[src/hw/rtl/crcfg_pkg.sv]
package crcfg_pkg;

  localparam int unsigned CrcW  = 16;
  localparam int unsigned ByteW = 8;

  // Configuration register indexes.
  localparam logic CFG_CHECK_MODE = 1'b0;
  localparam logic CFG_INIT_VALUE = 1'b1;

  // What one queued record turns into on the result channel.
  typedef enum logic [1:0] {
    REC_BYTE    = 2'd0,  // one passed-through byte
    REC_GEN_END = 2'd1,  // last byte, then CRC high and low byte
    REC_CHECK   = 2'd2   // one check verdict
  } rec_kind_t;

  typedef struct packed {
    rec_kind_t             kind;
    logic [ByteW-1:0]      data;
    logic [CrcW-1:0]       crc;
    logic                  ok;
  } rec_t;

  // Record queue head as seen by the result serializer.
  typedef struct packed {
    logic valid;
    rec_t rec;
  } rec_head_t;

  // Reflected CRC-16 (0xA001) nibble table.
  function automatic logic [CrcW-1:0] nib_lookup(input logic [3:0] n);
    logic [CrcW-1:0] v;
    case (n)
      4'h0: v = 16'h0000;
      4'h1: v = 16'hCC01;
      4'h2: v = 16'hD801;
      4'h3: v = 16'h1400;
      4'h4: v = 16'hF001;
      4'h5: v = 16'h3C00;
      4'h6: v = 16'h2800;
      4'h7: v = 16'hE401;
      4'h8: v = 16'hA001;
      4'h9: v = 16'h6C00;
      4'hA: v = 16'h7800;
      4'hB: v = 16'hB401;
      4'hC: v = 16'h5000;
      4'hD: v = 16'h9C01;
      4'hE: v = 16'h8801;
      default: v = 16'h4400;
    endcase
    return v;
  endfunction

  // One byte, low nibble first.
  function automatic logic [CrcW-1:0] crc_byte(input logic [CrcW-1:0] crc,
                                               input logic [ByteW-1:0] b);
    logic [CrcW-1:0] c1;
    c1 = {4'h0, crc[CrcW-1:4]} ^ nib_lookup(crc[3:0]) ^ nib_lookup(b[3:0]);
    return {4'h0, c1[CrcW-1:4]} ^ nib_lookup(c1[3:0]) ^ nib_lookup(b[7:4]);
  endfunction

endpackage

[src/hw/rtl/crc16_frame_generate_check.sv]
// Channel  Dir  Handshake            Payload
// in_      in   in_tvalid/in_tready  tdata[7:0] data byte, tlast last byte of frame
// out_     out  out_tvalid/out_tready tdata[7:0] byte, tdata[23:8] CRC, tlast, tuser ok
// cfg_     in   cfg_wr_en            cfg_addr 0 check_mode, 1 init_value; cfg_wdata
//
// The block takes one item per cycle while the record queue has room. The CRC
// update for a byte is two nibble table steps done in the cycle the item is
// accepted, and the result record goes into a two-entry queue that keeps
// in_tready free of any path from out_tready. In generate mode the last byte of
// a frame gives three result items, so the queue can fill and stall the input.
// Reset is synchronous and active low: generate mode, start value zero, no
// frame in progress and nothing queued.
module crc16_frame_generate_check (
  input  logic        clk,
  input  logic        rst_n,
  input  logic        in_tvalid,
  output logic        in_tready,
  input  logic [7:0]  in_tdata,   // [7:0] data_byte
  input  logic        in_tlast,
  output logic        out_tvalid,
  input  logic        out_tready,
  output logic [23:0] out_tdata,  // [7:0] out_byte, [23:8] crc_value
  output logic        out_tlast,
  output logic        out_tuser,  // [0] crc_ok
  input  logic        cfg_wr_en,
  input  logic        cfg_addr,
  input  logic [15:0] cfg_wdata
);

  logic                 in_accept;
  logic                 push, pop, not_full;
  crcfg_pkg::rec_t      push_rec;
  crcfg_pkg::rec_head_t head;
  logic [7:0]           out_byte;
  logic [15:0]          out_crc;

  // The queue count is a register, so in_tready has no combinational path
  // from the output side.
  assign in_tready = not_full;
  assign in_accept = in_tvalid && in_tready;

  // Frame state, CRC update and check compare.
  crcfg_core u_core (
    .clk       (clk),
    .rst_n     (rst_n),
    .in_accept (in_accept),
    .in_byte   (in_tdata),
    .in_last   (in_tlast),
    .cfg_wr_en (cfg_wr_en),
    .cfg_addr  (cfg_addr),
    .cfg_wdata (cfg_wdata),
    .push      (push),
    .push_rec  (push_rec)
  );

  // Records are only pushed on accepted items.
  crcfg_rec_fifo u_fifo (
    .clk      (clk),
    .rst_n    (rst_n),
    .push     (push && in_accept),
    .push_rec (push_rec),
    .pop      (pop),
    .not_full (not_full),
    .head     (head)
  );

  // Unrolls each record into one or three result items.
  crcfg_emit u_emit (
    .clk       (clk),
    .rst_n     (rst_n),
    .head      (head),
    .pop       (pop),
    .out_valid (out_tvalid),
    .out_ready (out_tready),
    .out_byte  (out_byte),
    .out_last  (out_tlast),
    .out_crc   (out_crc),
    .out_ok    (out_tuser)
  );

  assign out_tdata = {out_crc, out_byte};

  // A passing check is always a frame's last result and carries no byte.
  a_ok_is_check_result: assert property (@(posedge clk) disable iff (!rst_n)
    out_tvalid && out_tuser |-> out_tlast && (out_tdata[7:0] == 8'h00))
    else $error("crc_ok set on a result that is not a check verdict");

  // Results before the end of a frame carry no CRC and no match flag.
  a_mid_frame_clean: assert property (@(posedge clk) disable iff (!rst_n)
    out_tvalid && !out_tlast |-> (out_tdata[23:8] == 16'h0000) && !out_tuser)
    else $error("CRC fields set on a result inside a frame");

  // The queue is never popped while empty.
  a_no_empty_pop: assert property (@(posedge clk) disable iff (!rst_n)
    pop |-> head.valid)
    else $error("record queue popped while empty");

endmodule

[src/hw/rtl/crcfg_core.sv]
module crcfg_core (
  input  logic                          clk,
  input  logic                          rst_n,
  input  logic                          in_accept,
  input  logic [crcfg_pkg::ByteW-1:0]   in_byte,
  input  logic                          in_last,
  input  logic                          cfg_wr_en,
  input  logic                          cfg_addr,
  input  logic [crcfg_pkg::CrcW-1:0]    cfg_wdata,
  output logic                          push,
  output crcfg_pkg::rec_t               push_rec
);

  logic                         check_mode_r;
  logic [crcfg_pkg::CrcW-1:0]   init_value_r;
  logic [crcfg_pkg::CrcW-1:0]   crc_r, crc_nxt;
  logic [crcfg_pkg::ByteW-1:0]  held0_r, held0_nxt, held1_r, held1_nxt;
  logic [1:0]                   cnt_r, cnt_nxt;
  logic [crcfg_pkg::CrcW-1:0]   crc_upd;

  // The CRC absorbs at most one byte per item: the new one when
  // generating, the oldest held one when checking with two bytes held.
  assign crc_upd = crcfg_pkg::crc_byte(crc_r, check_mode_r ? held0_r : in_byte);

  always_comb begin
    crc_nxt   = crc_r;
    held0_nxt = held0_r;
    held1_nxt = held1_r;
    cnt_nxt   = cnt_r;
    push      = 1'b0;
    push_rec  = '{kind: crcfg_pkg::REC_BYTE, data: in_byte,
                  crc: crc_upd, ok: 1'b0};
    if (!check_mode_r) begin
      crc_nxt = crc_upd;
      push    = 1'b1;
      if (in_last) begin
        push_rec.kind = crcfg_pkg::REC_GEN_END;
      end
    end else begin
      if (cnt_r == 2'd2) begin
        crc_nxt   = crc_upd;
        held0_nxt = held1_r;
        held1_nxt = in_byte;
      end else if (cnt_r == 2'd1) begin
        held1_nxt = in_byte;
        cnt_nxt   = 2'd2;
      end else begin
        held0_nxt = in_byte;
        cnt_nxt   = 2'd1;
      end
      push          = in_last;
      push_rec.kind = crcfg_pkg::REC_CHECK;
      push_rec.data = '0;
      push_rec.crc  = crc_nxt;
      push_rec.ok   = (cnt_nxt == 2'd2) && ({held0_nxt, held1_nxt} == crc_nxt);
    end
    if (in_last) begin
      crc_nxt   = init_value_r;
      held0_nxt = '0;
      held1_nxt = '0;
      cnt_nxt   = 2'd0;
    end
  end

  always_ff @(posedge clk) begin
    if (!rst_n) begin
      check_mode_r <= 1'b0;
      init_value_r <= '0;
      crc_r        <= '0;
      held0_r      <= '0;
      held1_r      <= '0;
      cnt_r        <= 2'd0;
    end else begin
      if (in_accept) begin
        held0_r <= held0_nxt;
        held1_r <= held1_nxt;
        cnt_r   <= cnt_nxt;
      end
      // A new start value restarts the accumulation at once.
      if (cfg_wr_en && (cfg_addr == crcfg_pkg::CFG_INIT_VALUE)) begin
        crc_r <= cfg_wdata;
      end else if (in_accept) begin
        crc_r <= crc_nxt;
      end
      if (cfg_wr_en) begin
        case (cfg_addr)
          crcfg_pkg::CFG_CHECK_MODE: check_mode_r <= cfg_wdata[0];
          crcfg_pkg::CFG_INIT_VALUE: init_value_r <= cfg_wdata;
          default: ;
        endcase
      end
    end
  end

endmodule

[src/hw/rtl/crcfg_rec_fifo.sv]
module crcfg_rec_fifo (
  input  logic                 clk,
  input  logic                 rst_n,
  input  logic                 push,
  input  crcfg_pkg::rec_t      push_rec,
  input  logic                 pop,
  output logic                 not_full,
  output crcfg_pkg::rec_head_t head
);

  crcfg_pkg::rec_t mem_r [2];
  logic            wr_ptr_r, rd_ptr_r;
  logic [1:0]      count_r;

  assign not_full   = (count_r != 2'd2);
  assign head.valid = (count_r != 2'd0);
  assign head.rec   = mem_r[rd_ptr_r];

  always_ff @(posedge clk) begin
    if (push) begin
      mem_r[wr_ptr_r] <= push_rec;
    end
  end

  always_ff @(posedge clk) begin
    if (!rst_n) begin
      wr_ptr_r <= 1'b0;
      rd_ptr_r <= 1'b0;
      count_r  <= 2'd0;
    end else begin
      if (push) begin
        wr_ptr_r <= ~wr_ptr_r;
      end
      if (pop) begin
        rd_ptr_r <= ~rd_ptr_r;
      end
      case ({push, pop})
        2'b10:   count_r <= count_r + 2'd1;
        2'b01:   count_r <= count_r - 2'd1;
        default: count_r <= count_r;
      endcase
    end
  end

endmodule

[src/hw/rtl/crcfg_emit.sv]
module crcfg_emit (
  input  logic                          clk,
  input  logic                          rst_n,
  input  crcfg_pkg::rec_head_t          head,
  output logic                          pop,
  output logic                          out_valid,
  input  logic                          out_ready,
  output logic [crcfg_pkg::ByteW-1:0]   out_byte,
  output logic                          out_last,
  output logic [crcfg_pkg::CrcW-1:0]    out_crc,
  output logic                          out_ok
);

  typedef enum logic [1:0] {
    PH_DATA   = 2'd0,
    PH_CRC_HI = 2'd1,
    PH_CRC_LO = 2'd2
  } phase_t;

  crcfg_pkg::rec_t rec_r;
  logic            valid_r;
  phase_t          phase_r;
  logic            done, advance, load;

  assign done    = (rec_r.kind != crcfg_pkg::REC_GEN_END) || (phase_r == PH_CRC_LO);
  assign advance = valid_r && out_ready;
  assign load    = !valid_r || (advance && done);
  assign pop     = load && head.valid;

  always_ff @(posedge clk) begin
    if (!rst_n) begin
      valid_r <= 1'b0;
      phase_r <= PH_DATA;
      rec_r   <= '0;
    end else if (load) begin
      valid_r <= head.valid;
      phase_r <= PH_DATA;
      rec_r   <= head.rec;
    end else if (advance) begin
      case (phase_r)
        PH_DATA:   phase_r <= PH_CRC_HI;
        PH_CRC_HI: phase_r <= PH_CRC_LO;
        default:   phase_r <= PH_DATA;
      endcase
    end
  end

  assign out_valid = valid_r;

  always_comb begin
    out_byte = rec_r.data;
    out_last = 1'b0;
    out_crc  = '0;
    out_ok   = 1'b0;
    case (rec_r.kind)
      crcfg_pkg::REC_GEN_END: begin
        case (phase_r)
          PH_CRC_HI: out_byte = rec_r.crc[15:8];
          PH_CRC_LO: begin
            out_byte = rec_r.crc[7:0];
            out_last = 1'b1;
            out_crc  = rec_r.crc;
          end
          default: ;
        endcase
      end
      crcfg_pkg::REC_CHECK: begin
        out_byte = '0;
        out_last = 1'b1;
        out_crc  = rec_r.crc;
        out_ok   = rec_r.ok;
      end
      default: ;
    endcase
  end

endmodule

[config.mk]
export PLATFORM = sky130hd
export DESIGN_NAME = crc16_frame_generate_check
export DESIGN_NICKNAME = d
export VERILOG_FILES = /design/src/hw/rtl/crcfg_pkg.sv /design/src/hw/rtl/crc16_frame_generate_check.sv /design/src/hw/rtl/crcfg_core.sv /design/src/hw/rtl/crcfg_rec_fifo.sv /design/src/hw/rtl/crcfg_emit.sv
export SDC_FILE = /design/constraint.sdc
export NUM_CORES = 1
export LEC_CHECK = 0
export BUFFER_PORTS_ARGS = -buffer_cell sky130_fd_sc_hd__buf_2
export CORE_MARGIN = 5
export CORE_UTILIZATION = 36
export DETAILED_ROUTE_END_ITERATION = 7
export REMOVE_ABC_BUFFERS = 1
export SLEW_MARGIN = 20
export SYNTH_ARGS = -nofsm -noshare
export SYNTH_HDL_FRONTEND = slang
export SYNTH_SLANG_ARGS = --single-unit
[constraint.sdc]
create_clock -name clk -period 4.5 [get_ports clk]
set_input_delay 0.9 -clock clk [delete_from_list [all_inputs] [get_ports clk]]
set_output_delay 0.9 -clock clk [all_outputs]
set_load 0.01 [all_outputs]
# == Word-level counts from Yosys, hierarchy flattened ==
# Memory sizes are Yosys's and may differ from the RTL's. A register that Yosys moved wholly into a read port is not among the register bits.
# Cells that the tools add are included.
# totals
latch_bits,0
inputBits,31
mem_bits_ro,448
mem_count,5
ff_bits,58
output_inout_bits,28
word_cells,97
ram_bits,54
# memory_table
memory,words,width,read_ports,rd_ports_with_merged_regs,write_ports,line_no,text
(no name shown),16,7,1,1,0,crcfg_pkg.sv:33,case (n)
(no name shown),16,7,1,0,0,crcfg_pkg.sv:33,
(no name shown),16,7,1,0,0,crcfg_pkg.sv:33,
(no name shown),16,7,1,0,0,crcfg_pkg.sv:33,
u_fifo.mem_r,2,27,1,1,1,crcfg_rec_fifo.sv:11,crcfg_pkg::rec_t mem_r [2];
# classes
order_cmp,0
eq_ne,12
add_sub_neg,2
bitwise_logic,8
reduce_logical,20
muxes,39
shift,0
div,0
mul,0
# ops
cell,count
16-bit 2-to-1 mux,7
8-bit 2-to-1 mux,11
16-bit case mux with 2 select lines,1
8-bit case mux with 2 select lines,2
12-bit by 16-bit XOR with 16-bit output,2
16-bit XOR,2
25-bit 2-to-1 mux,1
16-bit equality test,1
2-bit 2-to-1 mux,6
2-bit equality test (second input constant),5
2-bit by 1-bit equality test with 1-bit output (second input constant),4
4-bit 2-to-1 mux,2
2-bit case mux with 2 select lines,2
2-bit nonzero test,4
1-bit logical AND,7
1-bit 2-to-1 mux,6
2-bit AND reduction,3
1-bit inverter,4
2-bit by 1-bit adder with 2-bit output (second input constant),1
1-bit zero test,2
2-bit zero test,1
1-bit logical OR,2
2-bit by 1-bit inequality test with 1-bit output (second input constant),1
2-bit inequality test (second input constant),1
3 further kinds,3

# == Logic depth before layout (Yosys ltp) ==
# An unclocked memory read counts as a cell.
# logic_depth
depth_word,14
ltp_mapped,12
mapped_depth_nobuf,10

# == By module ==
# Synthesis repeated with hierarchy kept, for this count alone.
# hier_totals
cells_unflattened,750
hier_area_um2,7511.0
# modules_own_cells
mod,seq_area_each_um2,n_inst,cells_per_inst,area_each_um2
crcfg_core,1141.1,1,458,3721.1
crcfg_rec_fifo,1721.7,1,106,2162.1
crcfg_emit,600.6,1,184,1615.3
crc16_frame_generate_check,0.0,1,2,12.5

# == Worst setup path before layout ==
# OpenSTA, ideal clock, no wires.
# synth_path
path_kind,input to register
start,in in_tlast
end,mem u_fifo.mem_r[0][0] (netlist name) (enable)
slack_ns,1.158
n_path_buf,2
arrival_time_ns,2.930
setup_time_ns,0.412
path_stages,4
required_ns,4.088
path_cell_list,clkbuf_1 -> clkbuf_1 -> o21ai_0 -> nor2_1
# synth_via
elab_chain_cells,4
# synth_rtl
item,line_no,text
start: declaration,crc16_frame_generate_check.sv:19,"input logic in_tlast,"
1-bit 2-to-1 mux,crcfg_core.sv:33,if (!check_mode_r) begin
1-bit logical AND,crc16_frame_generate_check.sv:60,".push (push && in_accept),"
1-bit 2-to-1 mux,crcfg_rec_fifo.sv:20,if (push) begin
1-bit 2-to-1 mux (implied by the code),crcfg_rec_fifo.sv:21,mem_r[wr_ptr_r] <= push_rec;
end: declaration,crcfg_rec_fifo.sv:11,
# No other way between the ends.

==> flow_summary.toml <==
[sta]
period_needed_ns = 3.14
fmax_ghz = 0.318
setup-tns-final_ns = 0
hold_slack_ns = 0.462
relSlewSlack = 0.289
timing.final.ws_setup_ns = 1.36
rsz0062_at_grt = "false"
hold_viol = 0
setup_violations = 0
skew_ns = 0.00710
period_share = 0.698
drv_slew = 0
tightest_slew_ns = 1.07

[route]
drcViolationCount = 0
vias = 5358
routed_wirelength_um = 18100
drtAntennaViolNets = 0
via_per_inst = 5.05
avgRoutedWirePerCell_um = 17.0
drtIter0Drc = 283
dr.pass1.iters = 5

[logic_synthesis]
synthArstFlopShare = 0
ys_seq_area_frac = 0.466
yosysUniqueCellTypes = 50
synth_flop_cell = "dfxtp_1"
synth_edf_count = 54
synthCells = 741
yosys_warnings = 0
synth_area_per_cell_um2 = 9.98
synth.cell_area_um2 = 7390
ys_seq_elements = 145

[clock_network]
cts_buffers = 17
clkTransAtPathRegs_ns = 0.06
clk_latency_ns = 0.42
post_cts_buffers = 0
cts-root-buf = "clkbuf_16"
clock_path_buffers = 2
cts_resized = 0
cts_sinks = 145
cts_tree = "yes"
ctsHoldBuffers = 0
cts_max_level = 4

[die]
dieArea_um2 = 23500
start_util = 0.365
rows = 52
pin_count = 59
core_um2 = 20200
die_w_um = 153
die_h_um = 153

[critical_path]
arrival_ns = 3.44
required_ns = 4.80
cp_slowest_stage_delay_ns = 0.62
path_buf_inv = 1
critPathTopFamily = "XOR/XNOR gates"
cp-startpoint = "u_core.check_mode_r$_SDFFE_PN0P_"
endpoint_kind = "register"
crit_chain = "clkinv_2 -> mux2i_1 -> xnor2_2 -> xnor3_1 -> mux2_4 -> a31oi_4 -> mux2_4 -> xor2_2"
slowest_stage = "dfxtp_1"
cp-start-kind = "register"
critPathKind = "register to register"
path_max_fanout = 10
r2r_start = "u_core.check_mode_r$_SDFFE_PN0P_"
path_common_cell = "mux2_4"

[pwr]
leakage_nw = 3.43
switchingPower_mw = 1.38
peakVddDrop_mv = 0.266
intPower_mw = 2.93
p_seq_frac = 0.419
fin_total_pwr_mw = 4.31
power_density_nw_per_um2 = 511
swShare = 0.320
clkPwrFrac = 0.296
pwr-share-comb = 0.284

[final_layout]
nNetsFinal = 819
area_delta_synth_final_pct = 14.2
drive_gt1_frac = 0.140
n_antenna_cell = 0
post-route-util = 0.417

[placement]
globalplace.congestion = 0.912
dpl_worst_slack_ns = 1.16
dp_hpwl_um = 13100
portBuffers = 58

[global_route]
antenna_found_initial = 0
grt_usage = 0.153
grt_pass1_wl_um = 28200
overflow = 0
grt_pass1_vias = 5074
grt_max_degree = 55

[worst_hold_path]
hp-class = "register to register"
worst_hold_startpoint = "u_core.init_value_r[0]$_SDFFE_PN0P_"

[outcome]
status = "finished clean"

[job]
maxCapViolCount = 0
[cells by family (layout without fill, tap and decap cells)]
| logic type | count (synthesis) | count (layout) | synth area share |
|---|---|---|---|
| AO/OA/AOI/OAI | 176 | 176 | 0.169 |
| XOR/XNOR | 65 | 65 | 0.0895 |
| adder cells (fa/ha/maj) | 9 | 9 | 0.0152 |
| buffers and inverters | 69 | 120 | 0.0387 |
| flip-flops | 145 | 145 | 0.466 |
| multiplexers | 62 | 62 | 0.0860 |
| AND/OR/NAND/NOR | 215 | 215 | 0.136 |
[cells in the final DEF (no fill, tap or decap), types with 29 or more instances in the layout]
cell type  netlist  routed
edfxtp_1        54      54
nor2b_1         31      31
buf_2            4      58
xnor2_1         39      39
mux2i_1         56      56
o211a_1         29      29
dfxtp_1         91      91
nor2_1          41      39
a21oi_1         53      53
nand2_1         89      89
[synthesized netlist by cell type (all sizes together), types with 3 or more instances]
| cell type | n | area, µm² |
|---|---|---|
| dfxtp | 91 | 1820 |
| nand2 | 89 | 334 |
| mux2i | 56 | 561 |
| edfxtp | 54 | 1620 |
| a21oi | 53 | 265 |
| clkbuf | 46 | 175 |
| nor2 | 41 | 154 |
| xnor2 | 41 | 374 |
| nor2b | 31 | 194 |
| o211a | 29 | 290 |
| and2 | 28 | 175 |
| a21boi | 24 | 180 |
| xor2 | 19 | 174 |
| o21ai | 18 | 90.1 |
| a22oi | 15 | 113 |
| inv | 13 | 48.8 |
| ha | 9 | 113 |
| buf | 8 | 53.8 |
| nand2b | 8 | 50.1 |
| o211ai | 8 | 60.1 |
| o22a | 8 | 70.1 |
| o21a | 7 | 52.6 |
| mux2 | 6 | 75.1 |
| nand3 | 6 | 30.0 |
| nor3 | 4 | 20.0 |
| xnor3 | 4 | 90.1 |
| a31oi | 3 | 33.8 |
| and3 | 3 | 18.8 |
| nor4 | 3 | 18.8 |
| o221ai | 3 | 26.3 |
[layout make-up]
class                      instances  area, µm²
clock inverter                    12       93.8
fill                            1990      11800
tap                              270        338
multi-input combinational        527       3670
sequential                       145       3440
timing repair buffer              73        403
clock buffer                      20        437
inverter                          15       57.6
[tightest hold or removal path: cells and delay by family (launching register included)]
family	cells	cell delay, ns
simple gates	1	0.04
flops	1	0.30
compound gates	1	0.06
[layer usage]
metal	global-route usage	vias to the layer above	wire, µm
li1	-	2672	-
met1	0.208	2530	8720
met2	0.237	132	8060
met3	0.0455	24	952
met4	0.0412	0	369
met5	0	-	0
[registers in the layout, indices dropped and copies added (netlist names), named ones only]
signal / count
u_core.cnt_r: 2
u_emit.rec_r: 27
u_core.check_mode_r: 1
u_fifo.wr_ptr_r: 1
u_core.held1_r: 8
u_fifo.rd_ptr_r: 1
u_core.init_value_r: 16
u_fifo.count_r: 2
u_core.held0_r: 8
u_emit.out_valid: 1
u_emit.phase_r: 2
u_fifo.mem_r: 54
u_core.crc_r: 16
[metrics by stage]
stage,std cells,cell area (µm²)
2_1_floorplan,687,7170
4_1_cts,1062,8440
6_report,1062,8440
5_1_grt,1062,8440
3_3_place_gp,1030,7910
3_5_place_dp,1030,7910
[power groups by stage]
stage          Combinational, mW  Sequential [mW]  Clock [mW]
5_1_grt                     1.34             1.83        1.37
2_1_floorplan              0.866             1.79           0
6_report                    1.23             1.81        1.28
3_3_place_gp                1.21             1.83           0
4_1_cts                     1.23             1.81        1.30
3_5_place_dp                1.22             1.84           0
[worst paths after layout]
check	endpoint	slack, ns	cells past startpoint
max	register	1.36	8
min	u_core.init_value_r[0]$_SDFFE_PN0P_	0.46	2
max reg2reg	register	1.36	8
min reg2reg	u_core.init_value_r[0]$_SDFFE_PN0P_	0.46	2
Power figures use the tool's default switching activity.
